## config.mk

```make
export PLATFORM = sky130hd
export DESIGN_NAME = mi4_ctrl
export DESIGN_NICKNAME = d
export VERILOG_FILES = /design/src/rtl/mi4_pkg.sv /design/src/rtl/mi4_ctrl.sv
export SDC_FILE = /design/constraint.sdc
export NUM_CORES = 1
export LEC_CHECK = 0
export BUFFER_PORTS_ARGS = -buffer_cell sky130_fd_sc_hd__buf_2
export CORE_ASPECT_RATIO = 0.75
export CORE_MARGIN = 2
export CORE_UTILIZATION = 51
export DETAILED_ROUTE_END_ITERATION = 8
export PLACE_DENSITY = 0.77
export SYNTH_ARGS = -nofsm -noshare
export SYNTH_HDL_FRONTEND = slang
export SYNTH_SLANG_ARGS = --single-unit
```

## constraint.sdc

```tcl
create_clock -name clk_i -period 2.4 [get_ports clk_i]
set_input_delay 0.24 -clock clk_i [delete_from_list [all_inputs] [get_ports clk_i]]
set_output_delay 0.24 -clock clk_i [all_outputs]
set_load 0.03 [all_outputs]
```

## src/rtl/mi4_pkg.sv

```systemverilog
package mi4_pkg;

  localparam int VALUE_W = 32;
  localparam int INDEX_W = 4;

  typedef enum logic [1:0] {
    MA_ELEM,
    MA_PLO,
    MA_PHI,
    MA_COF
  } mul_sel_e;

  typedef struct packed {
    logic               wr_en;
    logic [INDEX_W-1:0] wr_addr;
    logic               rd_en;
    logic [INDEX_W-1:0] rd_addr;
    logic               a_ld;
    logic               mul_en;
    mul_sel_e           mul_sel;
    logic [1:0]         limb;
    logic               prod_ld;
    logic               acc_clr;
    logic               acc_add;
    logic               det_clr;
    logic               det_add;
    logic               add_sub;
    logic [1:0]         add_shift;
    logic               det_fin;
    logic               div_init;
    logic               div_step;
    logic               out_ld;
    logic [INDEX_W-1:0] out_index;
    logic               out_last;
  } dp_cmd_t;

  typedef struct packed {
    logic singular;
  } dp_sts_t;

  // Column order of the six terms of a 3x3 determinant; the first three are positive.
  function automatic logic [1:0] perm3(input logic [2:0] prod, input logic [1:0] pos);
    logic [1:0] m;
    case (prod)
      3'd0: m = pos;
      3'd1: m = (pos == 2'd2) ? 2'd0 : pos + 2'd1;
      3'd2: m = (pos == 2'd0) ? 2'd2 : pos - 2'd1;
      3'd3: m = (pos == 2'd0) ? 2'd0 : ((pos == 2'd1) ? 2'd2 : 2'd1);
      3'd4: m = (pos == 2'd0) ? 2'd1 : ((pos == 2'd1) ? 2'd0 : 2'd2);
      default: m = 2'd2 - pos;
    endcase
    return m;
  endfunction

  // Element index for one factor of one term of the minor that gives a cofactor.
  function automatic logic [INDEX_W-1:0] elem_addr(input logic [INDEX_W-1:0] cof_idx,
                                                   input logic [2:0] prod,
                                                   input logic [1:0] pos);
    logic [1:0] r;
    logic [1:0] c;
    logic [1:0] m;
    logic [1:0] row;
    logic [1:0] col;
    r   = cof_idx[1:0];
    c   = cof_idx[3:2];
    m   = perm3(prod, pos);
    row = (pos >= c) ? pos + 2'd1 : pos;
    col = (m >= r) ? m + 2'd1 : m;
    return {col, row};
  endfunction

endpackage

```

## src/rtl/mi4_ctrl.sv

```systemverilog
module mi4_ctrl #(
  parameter int ELEMENT_WIDTH = 32
) (
  input  logic             clk_i,
  input  logic             rst_ni,
  input  logic             in_valid_i,
  output logic             in_ready_o,
  input  logic             out_ready_i,
  output logic             out_valid_o,
  input  mi4_pkg::dp_sts_t sts_i,
  output mi4_pkg::dp_cmd_t cmd_o
);

  localparam int BW = $clog2(ELEMENT_WIDTH);

  typedef enum logic [2:0] {
    ST_LOAD,
    ST_PROD,
    ST_DETM,
    ST_DETFIN,
    ST_START,
    ST_DINIT,
    ST_DIV,
    ST_EMIT
  } state_e;

  state_e                      state_q, state_d;
  logic [mi4_pkg::INDEX_W-1:0] load_cnt_q, load_cnt_d;
  logic [mi4_pkg::INDEX_W-1:0] cof_q, cof_d;
  logic [2:0]                  prod_q, prod_d;
  logic [2:0]                  step_q, step_d;
  logic                        det_phase_q, det_phase_d;
  logic [BW-1:0]               bit_q, bit_d;
  logic                        out_valid_q, out_valid_d;
  logic                        sub;
  logic                        out_free;

  always_comb begin
    state_d     = state_q;
    load_cnt_d  = load_cnt_q;
    cof_d       = cof_q;
    prod_d      = prod_q;
    step_d      = step_q;
    det_phase_d = det_phase_q;
    bit_d       = bit_q;
    out_valid_d = out_valid_q;
    cmd_o       = '0;
    sub         = (prod_q >= 3'd3) ^ cof_q[0] ^ cof_q[2];
    out_free    = !out_valid_q || out_ready_i;

    if (out_valid_q && out_ready_i) begin
      out_valid_d = 1'b0;
    end

    case (state_q)
      ST_LOAD: begin
        if (in_valid_i) begin
          cmd_o.wr_en   = 1'b1;
          cmd_o.wr_addr = load_cnt_q;
          load_cnt_d    = load_cnt_q + 4'd1;
          if (load_cnt_q == 4'd15) begin
            cmd_o.det_clr = 1'b1;
            cof_d         = '0;
            prod_d        = '0;
            step_d        = '0;
            det_phase_d   = 1'b1;
            state_d       = ST_PROD;
          end
        end
      end
      ST_PROD: begin
        cmd_o.add_sub = sub;
        step_d        = step_q + 3'd1;
        case (step_q)
          3'd0: begin
            cmd_o.rd_en   = 1'b1;
            cmd_o.rd_addr = mi4_pkg::elem_addr(cof_q, prod_q, 2'd0);
            cmd_o.acc_clr = (prod_q == 3'd0);
          end
          3'd1: begin
            cmd_o.rd_en   = 1'b1;
            cmd_o.rd_addr = mi4_pkg::elem_addr(cof_q, prod_q, 2'd1);
            cmd_o.a_ld    = 1'b1;
          end
          3'd2: begin
            cmd_o.rd_en   = 1'b1;
            cmd_o.rd_addr = mi4_pkg::elem_addr(cof_q, prod_q, 2'd2);
            cmd_o.mul_en  = 1'b1;
            cmd_o.mul_sel = mi4_pkg::MA_ELEM;
          end
          3'd3: begin
            cmd_o.prod_ld = 1'b1;
          end
          3'd4: begin
            cmd_o.mul_en  = 1'b1;
            cmd_o.mul_sel = mi4_pkg::MA_PLO;
          end
          3'd5: begin
            cmd_o.mul_en  = 1'b1;
            cmd_o.mul_sel = mi4_pkg::MA_PHI;
            cmd_o.acc_add = 1'b1;
          end
          default: begin
            cmd_o.acc_add   = 1'b1;
            cmd_o.add_shift = 2'd1;
            step_d          = '0;
            if (prod_q == 3'd5) begin
              prod_d  = '0;
              state_d = det_phase_q ? ST_DETM : ST_DINIT;
            end else begin
              prod_d = prod_q + 3'd1;
            end
          end
        endcase
      end
      ST_DETM: begin
        step_d = step_q + 3'd1;
        case (step_q)
          3'd0: begin
            cmd_o.rd_en   = 1'b1;
            cmd_o.rd_addr = {2'b00, cof_q[3:2]};
          end
          3'd1: begin
            cmd_o.mul_en  = 1'b1;
            cmd_o.mul_sel = mi4_pkg::MA_COF;
            cmd_o.limb    = 2'd0;
          end
          3'd2: begin
            cmd_o.mul_en    = 1'b1;
            cmd_o.mul_sel   = mi4_pkg::MA_COF;
            cmd_o.limb      = 2'd1;
            cmd_o.det_add   = 1'b1;
            cmd_o.add_shift = 2'd0;
          end
          3'd3: begin
            cmd_o.mul_en    = 1'b1;
            cmd_o.mul_sel   = mi4_pkg::MA_COF;
            cmd_o.limb      = 2'd2;
            cmd_o.det_add   = 1'b1;
            cmd_o.add_shift = 2'd1;
          end
          3'd4: begin
            cmd_o.mul_en    = 1'b1;
            cmd_o.mul_sel   = mi4_pkg::MA_COF;
            cmd_o.limb      = 2'd3;
            cmd_o.det_add   = 1'b1;
            cmd_o.add_shift = 2'd2;
          end
          default: begin
            cmd_o.det_add   = 1'b1;
            cmd_o.add_shift = 2'd3;
            step_d          = '0;
            if (cof_q == 4'd12) begin
              state_d = ST_DETFIN;
            end else begin
              cof_d   = cof_q + 4'd4;
              state_d = ST_PROD;
            end
          end
        endcase
      end
      ST_DETFIN: begin
        cmd_o.det_fin = 1'b1;
        cof_d         = '0;
        det_phase_d   = 1'b0;
        state_d       = ST_START;
      end
      ST_START: begin
        state_d = sts_i.singular ? ST_EMIT : ST_PROD;
      end
      ST_DINIT: begin
        cmd_o.div_init = 1'b1;
        bit_d          = '0;
        state_d        = ST_DIV;
      end
      ST_DIV: begin
        cmd_o.div_step = 1'b1;
        bit_d          = bit_q + 1'b1;
        if (bit_q == BW'(ELEMENT_WIDTH - 1)) begin
          state_d = ST_EMIT;
        end
      end
      ST_EMIT: begin
        if (out_free) begin
          cmd_o.out_ld    = 1'b1;
          cmd_o.out_index = cof_q;
          cmd_o.out_last  = (cof_q == 4'd15);
          out_valid_d     = 1'b1;
          if (cof_q == 4'd15) begin
            state_d = ST_LOAD;
          end else begin
            cof_d   = cof_q + 4'd1;
            prod_d  = '0;
            step_d  = '0;
            state_d = sts_i.singular ? ST_EMIT : ST_PROD;
          end
        end
      end
      default: begin
        state_d = ST_LOAD;
      end
    endcase
  end

  always_ff @(posedge clk_i or negedge rst_ni) begin
    if (!rst_ni) begin
      state_q     <= ST_LOAD;
      load_cnt_q  <= '0;
      cof_q       <= '0;
      prod_q      <= '0;
      step_q      <= '0;
      det_phase_q <= 1'b0;
      bit_q       <= '0;
      out_valid_q <= 1'b0;
    end else begin
      state_q     <= state_d;
      load_cnt_q  <= load_cnt_d;
      cof_q       <= cof_d;
      prod_q      <= prod_d;
      step_q      <= step_d;
      det_phase_q <= det_phase_d;
      bit_q       <= bit_d;
      out_valid_q <= out_valid_d;
    end
  end

  assign in_ready_o  = (state_q == ST_LOAD);
  assign out_valid_o = out_valid_q;

endmodule

```

Word-level counts from Yosys, hierarchy flattened. Index checks and enable logic that the tools add are counted.

Bitwise gates (word level): 2. Order comparisons: 7. Equality and inequality tests: 30. Add/subtract/negate cells: 9. Mux-type cells: 80. Reduce and logical (&&, ||, !) cells: 27.

Operators by type and width (count): 3-bit two-way mux (19); 3-bit == test (second input constant) (8); 2-bit two-way mux (12); 4-bit two-way mux (6); 3-bit one-hot mux with 8 select lines (1); 1-bit two-way mux (22); 5-bit one-hot mux with 2 select lines (2); 5-bit one-hot mux with 4 select lines (1); 3-bit by 2-bit == test with 1-bit output (second input constant) (6); 3-bit one-hot mux with 3 select lines (2); 2-bit != test (second input constant) (8); 2-bit one-hot mux with 2 select lines (4); 4-bit one-hot mux with 4 select lines (1); 5-bit two-way mux (3); 5-bit one-hot mux with 3 select lines (1); 7-bit AND reduction (2); 2-bit OR reduction (7); 4-bit == test (second input constant) (3); 6-bit two-way mux (2); 3-bit one-hot mux with 4 select lines (1); 3-bit by 1-bit == test with 1-bit output (second input constant) (3); 3-bit zero test (3); 4-bit by 1-bit adder with 4-bit output (second input constant) (2); 4-bit nonzero test (2); 26 further kinds (34).

Input bits: 5. Output and inout bits: 35. Flip-flop bits (word level): 24. Word-level logic and storage cells: 163.

Depth between registers and ports, before layout. Gate-level depths: netlist of run 1.

Depth after elaboration: 9. Mapped depth: 11. Gate-level depth less buffers: 10.

Least setup slack after synthesis of run 1. Ideal clock, no wire load.

Path type: register to output. Start point: register prod_q[0]. End point: output port cmd_o[26] in the netlist's numbering. Arrival: 2.645 ns. Path slack: -0.485 ns. Path buffers: 1. Stages on the path, launching flop included: 12. Required time: 2.160 ns. Path through: dfrtp_1 buf_2 and2_1 ha_1 nand2b_1 a21oi_1 ha_1 nand2b_1 a21oi_1 o21ai_0 a21o_1 a31oi_1.

RTL lines: start: declaration (line mi4_ctrl.sv:30) `logic [2:0] prod_q, prod_d;`; start signal: assignment (line mi4_ctrl.sv:219) `prod_q <= prod_d;`; end: declaration (line mi4_ctrl.sv:11) `output mi4_pkg::dp_cmd_t cmd_o`.

==> impl_metrics.env, run 1 <==
export IMPL_maxCapViolations=0
export IMPL_hold_violations=0
export IMPL_drt_total_wl_um=5390
export IMPL_skew_ns=0.00268
export IMPL_min_path_type="primary input to register"
export IMPL_rsz0062_at_grt="true"
export IMPL_rows=20
export IMPL_overflow=0
export IMPL_period_minus_slack_ns=2.66
export IMPL_synth_avg_cell_area_um2=7.99
export IMPL_ys_seq_area_share_pct=28.0
export IMPL_start_util_pct=52.8
export IMPL_syn_inst=268
export IMPL_cts_max_level=1
export IMPL_cp_data_arrival_time_ns=2.42
export IMPL_cts_reportedPaths_clkPinSlew_ns=0.08
export IMPL_period_share_pct=111
export IMPL_io_buffer_count=39
export IMPL_worst_pin_slew_ns=0.679
export IMPL_antenna_found_initial=0
export IMPL_cts_buffer_depth=2
export IMPL_critPathCaptureType="output port"
export IMPL_pwr_density_cell_nw_per_um2=1500
export IMPL_hpwl_um=4050
export IMPL_core_area_um2=4050
export IMPL_area_delta_synth_final_pct=26.2
export IMPL_status="finished with violations"
export IMPL_slew_violations=0
export IMPL_cts_sinks=24
export IMPL_ant_nets=0
export IMPL_async_reset_ff_share_pct=100
export IMPL_io_pins=40
export IMPL_cts_tree="yes"
export IMPL_cts_root_buf="clkbuf_8"
export IMPL_yosysMostFrequentCell="o21ai_0"
export IMPL_setup_viol=2
export IMPL_grt_pass1_vias=1849
export IMPL_holdWs_ns=0.339
export IMPL_cp_max_fo=3
export IMPL_fmax_ghz=0.375
export IMPL_setup_worst_path_start_class="register"
export IMPL_leakagePower_nw=1.27
export IMPL_drt_iter0_drc=294
export IMPL_cp_data_required_time_ns=2.16
export IMPL_drc=0
export IMPL_die_area_um2=4740
export IMPL_netlist_top_cells_count="o21ai_0 (27), nand2_1 (26), nor2_1 (26)"
export IMPL_synthDistinctLibCells=52
export IMPL_first_pass_iters=4
export IMPL_drive_gt1_share_pct=29.2
export IMPL_gp_congestion=0.896
export IMPL_tns_ns=-0.509
export IMPL_synth_enable_flop_cells=0
export IMPL_synth_area_um2=2140
export IMPL_antenna_cells=0
export IMPL_yosys_register_bits=24
export IMPL_fp_dieH_um=60.1
export IMPL_slew_headroom_pct=54.6
export IMPL_grt_max_degree=25
export IMPL_vias=2134
export IMPL_nNetsFinal=344
export IMPL_finalPower_w=0.00406
export IMPL_track_usage_pct=24.2
export IMPL_wl_per_cell_um=14.4
export IMPL_grt_pass1_wl_um=8930
export IMPL_r2r_slack_ns=0.36
export IMPL_synth_nets=292
export IMPL_synth_top_area_share_pct=28.0
export IMPL_violations="negative setup slack"
export IMPL_path_class="register to output port"
export IMPL_die_w_um=78.8
export IMPL_synth_warning_count=0
export IMPL_irDropWorstVdd_v=0.000698
export IMPL_synthFlopType="dfrtp_1"
export IMPL_routed_via_density=5.71
export IMPL_yosys_area_top_type="dfrtp_1"
export IMPL_fillers=361
export IMPL_yosys_top_cells_area="dfrtp_1 (28%), ha_1 (11%), o21ai_0 (6.3%), nand2_1 (4.6%), nor2_1 (4.6%)"
export IMPL_setup_slack_ns=-0.264
export IMPL_clk_latency_ns=0.26
export IMPL_numCtsBuffers=3
[cells by family (layout without fill, tap and decap cells)]
family                     after synthesis  count (layout)  synth area share (%)
AOI/OAI and AO/OA                       73              73                  22.7
buffers and inverters                   28              79                  5.61
xor gates and xnor gates                10              10                  4.09
DFF                                     24              24                  28.0
and+or+nand+nor                        107             107                  24.9
muxes                                    7               7                  3.56
adders and majority gates               19              19                  11.1
[metrics by stage]
step / cells / setup WS, ns / instance area, µm² / utilization, %
3_5_place_dp: 366 / -0.0356 / 2560 / 63.2
5_1_grt: 374 / -0.350 / 2700 / 66.7
3_3_place_gp: 366 / 0.00855 / 2560 / 63.2
4_1_cts: 372 / -0.265 / 2670 / 65.8
2_1_floorplan: 268 / -0.0675 / 2240 / -
6_report: 374 / -0.264 / 2700 / 66.7
[layout make-up]
| type | count | area [µm²] | area share, % |
|---|---|---|---|
| flip-flops and latches | 24 | 601 | 22.2 |
| multi-input cells | 216 | 1550 | 57.3 |
| well taps | 55 | 68.8 | 2.55 |
| inverters | 14 | 52.6 | 1.94 |
| repair buffers | 61 | 378 | 14.0 |
| clock buffers | 4 | 55.1 | 2.04 |
[critical path: stages, from the launching register on]
cell	delay [ns]
dfrtp_1	0.38
and2_4	0.17
ha_4	0.16
nand2b_4	0.14
a21oi_4	0.19
ha_4	0.23
nand2b_4	0.14
a21oi_4	0.14
xnor2_1	0.09
o22a_1	0.20
o22ai_4	0.18
buf_6	0.15
[worst paths after layout]
kind,startpoint,endpoint,cells after the start
max,prod_q[0],cmd_o[25],11
max in group asynchronous,rst_ni,cof_q[2],2
min,out_ready_i,out_valid_o,3
max reg2reg,step_q[0],state_q[0],7
min in group asynchronous,rst_ni,bit_q[1],2
min reg2reg,bit_q[3],bit_q[3],1
[state kept, by name (all words and copies together) (netlist names)]
| name | flops |
|---|---|
| prod_q | 3 |
| state_q | 3 |
| det_phase_q | 1 |
| cof_q | 4 |
| out_valid_o | 1 |
| load_cnt_q | 4 |
| step_q | 3 |
| bit_q | 5 |
[timing repair]
action,in CTS,in global routing
endpoints found under the setup margin,3,4
hold buffers,1,0
pin swaps,4,4
endpoints found under the hold margin,24,0
gates resized for setup,7,7
buffers inserted,1,2
[placed cells by master (no fill, tap or decap), types with 10 or more instances in the layout]
cell / instances
buf_2: 36
o21ai_0: 27
nand2_1: 26
nor2_1: 26
dfrtp_1: 24
buf_4: 21
a21oi_1: 13
ha_1: 13
inv_1: 12
nor3_1: 10
[power by group]
| group | switching [W] | total [W] | internal, W |
|---|---|---|---|
| sequential | 0.000160 | 0.000704 | 0.000544 |
| combinational | 0.00177 | 0.00308 | 0.00132 |
| clock | 0.000127 | 0.000273 | 0.000146 |
[metal layers]
layer  share of wire (%)  vias up  wire, µm  track usage [%]
li1                    -     1071         -                -
met1                  50     1006      2690             37.4
met2                  45       57      2430             37.0
met3                 5.1        0       273             4.23
met4                   0        0         0             1.48
met5                   0        -         0                0
(Power assumes the default switching activity.)
==> inputs of run 2 (changes only) <==
--- a/config.mk
+++ b/config.mk
@@ -5,12 +5,13 @@
 export SDC_FILE = /design/constraint.sdc
 export NUM_CORES = 1
 export LEC_CHECK = 0
+export ABC_AREA = 1
 export BUFFER_PORTS_ARGS = -buffer_cell sky130_fd_sc_hd__buf_2
 export CORE_ASPECT_RATIO = 0.75
 export CORE_MARGIN = 2
-export CORE_UTILIZATION = 51
+export CORE_UTILIZATION = 50
 export DETAILED_ROUTE_END_ITERATION = 8
-export PLACE_DENSITY = 0.77
+export PLACE_DENSITY = 0.76
 export SYNTH_ARGS = -nofsm -noshare
 export SYNTH_HDL_FRONTEND = slang
 export SYNTH_SLANG_ARGS = --single-unit
==> run 2 against run 1 <==
  * The flow still finishes with violations (negative setup slack)
  * Flip-flop and latch count is the same
  * Die area fell by 0.36%
  * Cell count is 11% higher
==> impl_metrics.env, run 2 <==
export IMPL_die_area_um2=4720
export IMPL_slew_violations=0
export IMPL_cp_data_arrival_time_ns=2.36
export IMPL_drt_iter0_drc=244
export IMPL_violations="negative setup slack"
export IMPL_cts_sinks=24
export IMPL_io_pins=40
export IMPL_hpwl_um=3780
export IMPL_ant_nets=0
export IMPL_syn_inst=310
export IMPL_mostFrequentLayoutCell="nand2_1"
export IMPL_irDropWorstVdd_v=0.000970
export IMPL_maxCapViolations=0
export IMPL_overflow=0
export IMPL_synth_nets=334
export IMPL_dp_cells=400
export IMPL_die_w_um=78.7
export IMPL_slew_headroom_pct=63.5
export IMPL_antenna_cells=0
export IMPL_drive_gt1_share_pct=33.2
export IMPL_synth_enable_flop_cells=0
export IMPL_netlist_top_cells_count="nand2_1 (71), inv_1 (49), nand3_1 (31)"
export IMPL_vias=2216
export IMPL_async_reset_ff_share_pct=100
export IMPL_start_util_pct=51.9
export IMPL_drt_total_wl_um=5650
export IMPL_routed_via_density=5.33
export IMPL_tns_ns=-0.396
export IMPL_cp_max_fo=5
export IMPL_grt_max_degree=25
export IMPL_clk_latency_ns=0.28
export IMPL_pwr_density_cell_nw_per_um2=1380
export IMPL_synthFlopType="dfrtp_1"
export IMPL_critPathCaptureType="output port"
export IMPL_rows=20
export IMPL_r2r_slack_ns=0.45
export IMPL_fin_util_pct=66.1
export IMPL_leakagePower_nw=1.44
export IMPL_rsz0062_at_grt="true"
export IMPL_cts_reportedPaths_clkPinSlew_ns=0.09
export IMPL_area_delta_synth_final_pct=27.2
export IMPL_synth_warning_count=0
export IMPL_core_area_um2=4030
export IMPL_setup_worst_path_start_class="register"
export IMPL_yosysMostFrequentCell="nand2_1"
export IMPL_synth_top_area_share_pct=28.7
export IMPL_period_minus_slack_ns=2.60
export IMPL_yosys_top_cells_area="dfrtp_1 (29%), nand2_1 (13%), ha_1 (11%), inv_1 (8.8%), nand3_1 (7.4%)"
export IMPL_grt_pass1_vias=1903
export IMPL_cts_root_buf="clkbuf_8"
export IMPL_fillers=336
export IMPL_period_share_pct=108
export IMPL_min_from="out_ready_i"
export IMPL_path_class="register to output port"
export IMPL_fp_dieH_um=60.0
export IMPL_skew_ns=0.0146
export IMPL_r2r_start="cof_q[0]"
export IMPL_cp_data_required_time_ns=2.16
export IMPL_hold_end="out_valid_o"
export IMPL_largest_register_ffs=5
export IMPL_setup_slack_ns=-0.204
export IMPL_hold_depth=3
export IMPL_register_area_um2=603
export IMPL_hold_violations=0
export IMPL_multiInputGateArea_um2=1380
export IMPL_yosys_area_top_type="dfrtp_1"
export IMPL_final_cell_mix="nand2_1 (58), inv_1 (39), buf_2 (37)"
export IMPL_yosys_register_bits=24
export IMPL_fmax_ghz=0.384
export IMPL_reg_top3="bit_q: 5 flops, cof_q: 4 flops, load_cnt_q: 4 flops"
export IMPL_numCtsBuffers=3
export IMPL_r2r_end="cof_q[1]"
export IMPL_ys_seq_area_share_pct=28.7
export IMPL_min_path_type="primary input to register"
export IMPL_wl_per_cell_um=13.6
export IMPL_grt_pass1_wl_um=8570
export IMPL_track_usage_pct=23.0
export IMPL_cts_max_level=1
export IMPL_worstRegToRegCells=8
export IMPL_fin_cells=416
export IMPL_regMostFlops="bit_q"
export IMPL_worst_pin_slew_ns=0.547
export IMPL_cts_buffer_depth=2
export IMPL_nNetsFinal=386
export IMPL_gp_congestion=0.814
export IMPL_io_buffer_count=39
export IMPL_synth_area_um2=2090
export IMPL_cts_tree="yes"
export IMPL_first_pass_iters=5
export IMPL_synthDistinctLibCells=35
export IMPL_drc=0
export IMPL_synth_avg_cell_area_um2=6.75
export IMPL_status="finished with violations"
export IMPL_antenna_found_initial=0
export IMPL_setup_viol=2
-- run 2: cell types whose count changed after synthesis, moves of 10 or more --
cell     previous run  this run
o21ai_1             1        11
nand2_1            26        71
o21ai_0            27         9
nand3_1             7        31
inv_1              13        49
-- run 2: worst max path at each step --
stage	from	slack [ns]	end
floorplan	prod_q[0]	0.006	cmd_o[26]
CTS	prod_q[1]	-0.07	cmd_o[26]
global placement	prod_q[0]	0.12	cmd_o[26]
finish	prod_q[1]	-0.20	cmd_o[25]
global route	prod_q[1]	-0.29	cmd_o[26]
detailed placement	prod_q[0]	-0.02	cmd_o[26]
-- run 2: cells by family (layout without fill, tap and decap cells) --
| kind of cell | after synthesis | in the layout | share of synthesized area (%) |
|---|---|---|---|
| AOI/OAI and AO/OA | 47 | 47 | 12.7 |
| xor gates and xnor gates | 5 | 5 | 2.09 |
| adders and majority gates | 19 | 19 | 11.4 |
| buffers and inverters | 63 | 114 | 11.7 |
| DFF | 24 | 24 | 28.7 |
| and+or+nand+nor | 152 | 152 | 33.4 |
-- run 2: report_power, final --
| group | total [W] | leakage (nW) | switching (W) | internal (W) |
|---|---|---|---|---|
| clock network | 0.000359 | 0.0357 | 0.000136 | 0.000223 |
| registers | 0.000760 | 0.309 | 0.000211 | 0.000549 |
| logic | 0.00256 | 1.09 | 0.00169 | 0.000869 |
-- run 2: layout make-up --
type	count	area share (%)
Clock inverter	1	1.13
Inverter	57	8.23
Sequential cell	24	22.7
Multi-Input combinational cell	223	51.9
Tap cell	55	2.59
Clock buffer	3	1.55
Timing Repair Buffer	53	12.0
-- run 2: critical path: stages, from the launching register on --
cell	delay, ns
dfrtp_2	0.48
nand2_2	0.09
inv_2	0.05
ha_4	0.16
inv_4	0.06
nand2_4	0.05
nand2_4	0.08
ha_4	0.20
inv_2	0.05
nand2_2	0.06
nand2_2	0.07
nand2_2	0.07
nand3_2	0.07
buf_4	0.11
nand3_2	0.05
nand2_1	0.10
inv_2	0.04
a21oi_2	0.14
buf_6	0.15
-- run 2: stage by stage --
stage | hold slack [ns] | worst slack [ns] | power [W] | cell area [µm²]
global route | 0.273 | -0.292 | 0.00399 | 2660
CTS | 0.254 | -0.0705 | 0.00344 | 2560
global placement | 0.263 | 0.121 | 0.00281 | 2340
floorplan | -0.0556 | 0.00597 | 0.00239 | 2090
finish | 0.253 | -0.204 | 0.00368 | 2660
detailed placement | 0.255 | -0.0192 | 0.00286 | 2340
-- run 2: per-layer routing --
metal | vias up | wire, µm | track usage [%]
met2 | 82 | 2600 | 34.7
met3 | 10 | 321 | 4.53
li1 | 1098 | - | -
met1 | 1026 | 2670 | 33.9
met5 | - | 0 | 0
met4 | 0 | 55 | 5.76
-- run 2: repair_timing --
action / 4_1_cts / 5_1_grt
hold endpoints to repair: 24 / 0
hold buffers: 1 / 0
gates resized for setup: 29 / 19
endpoints found under the setup margin: 2 / 2
pin swaps: 11 / 16
setup buffers: 6 / 5
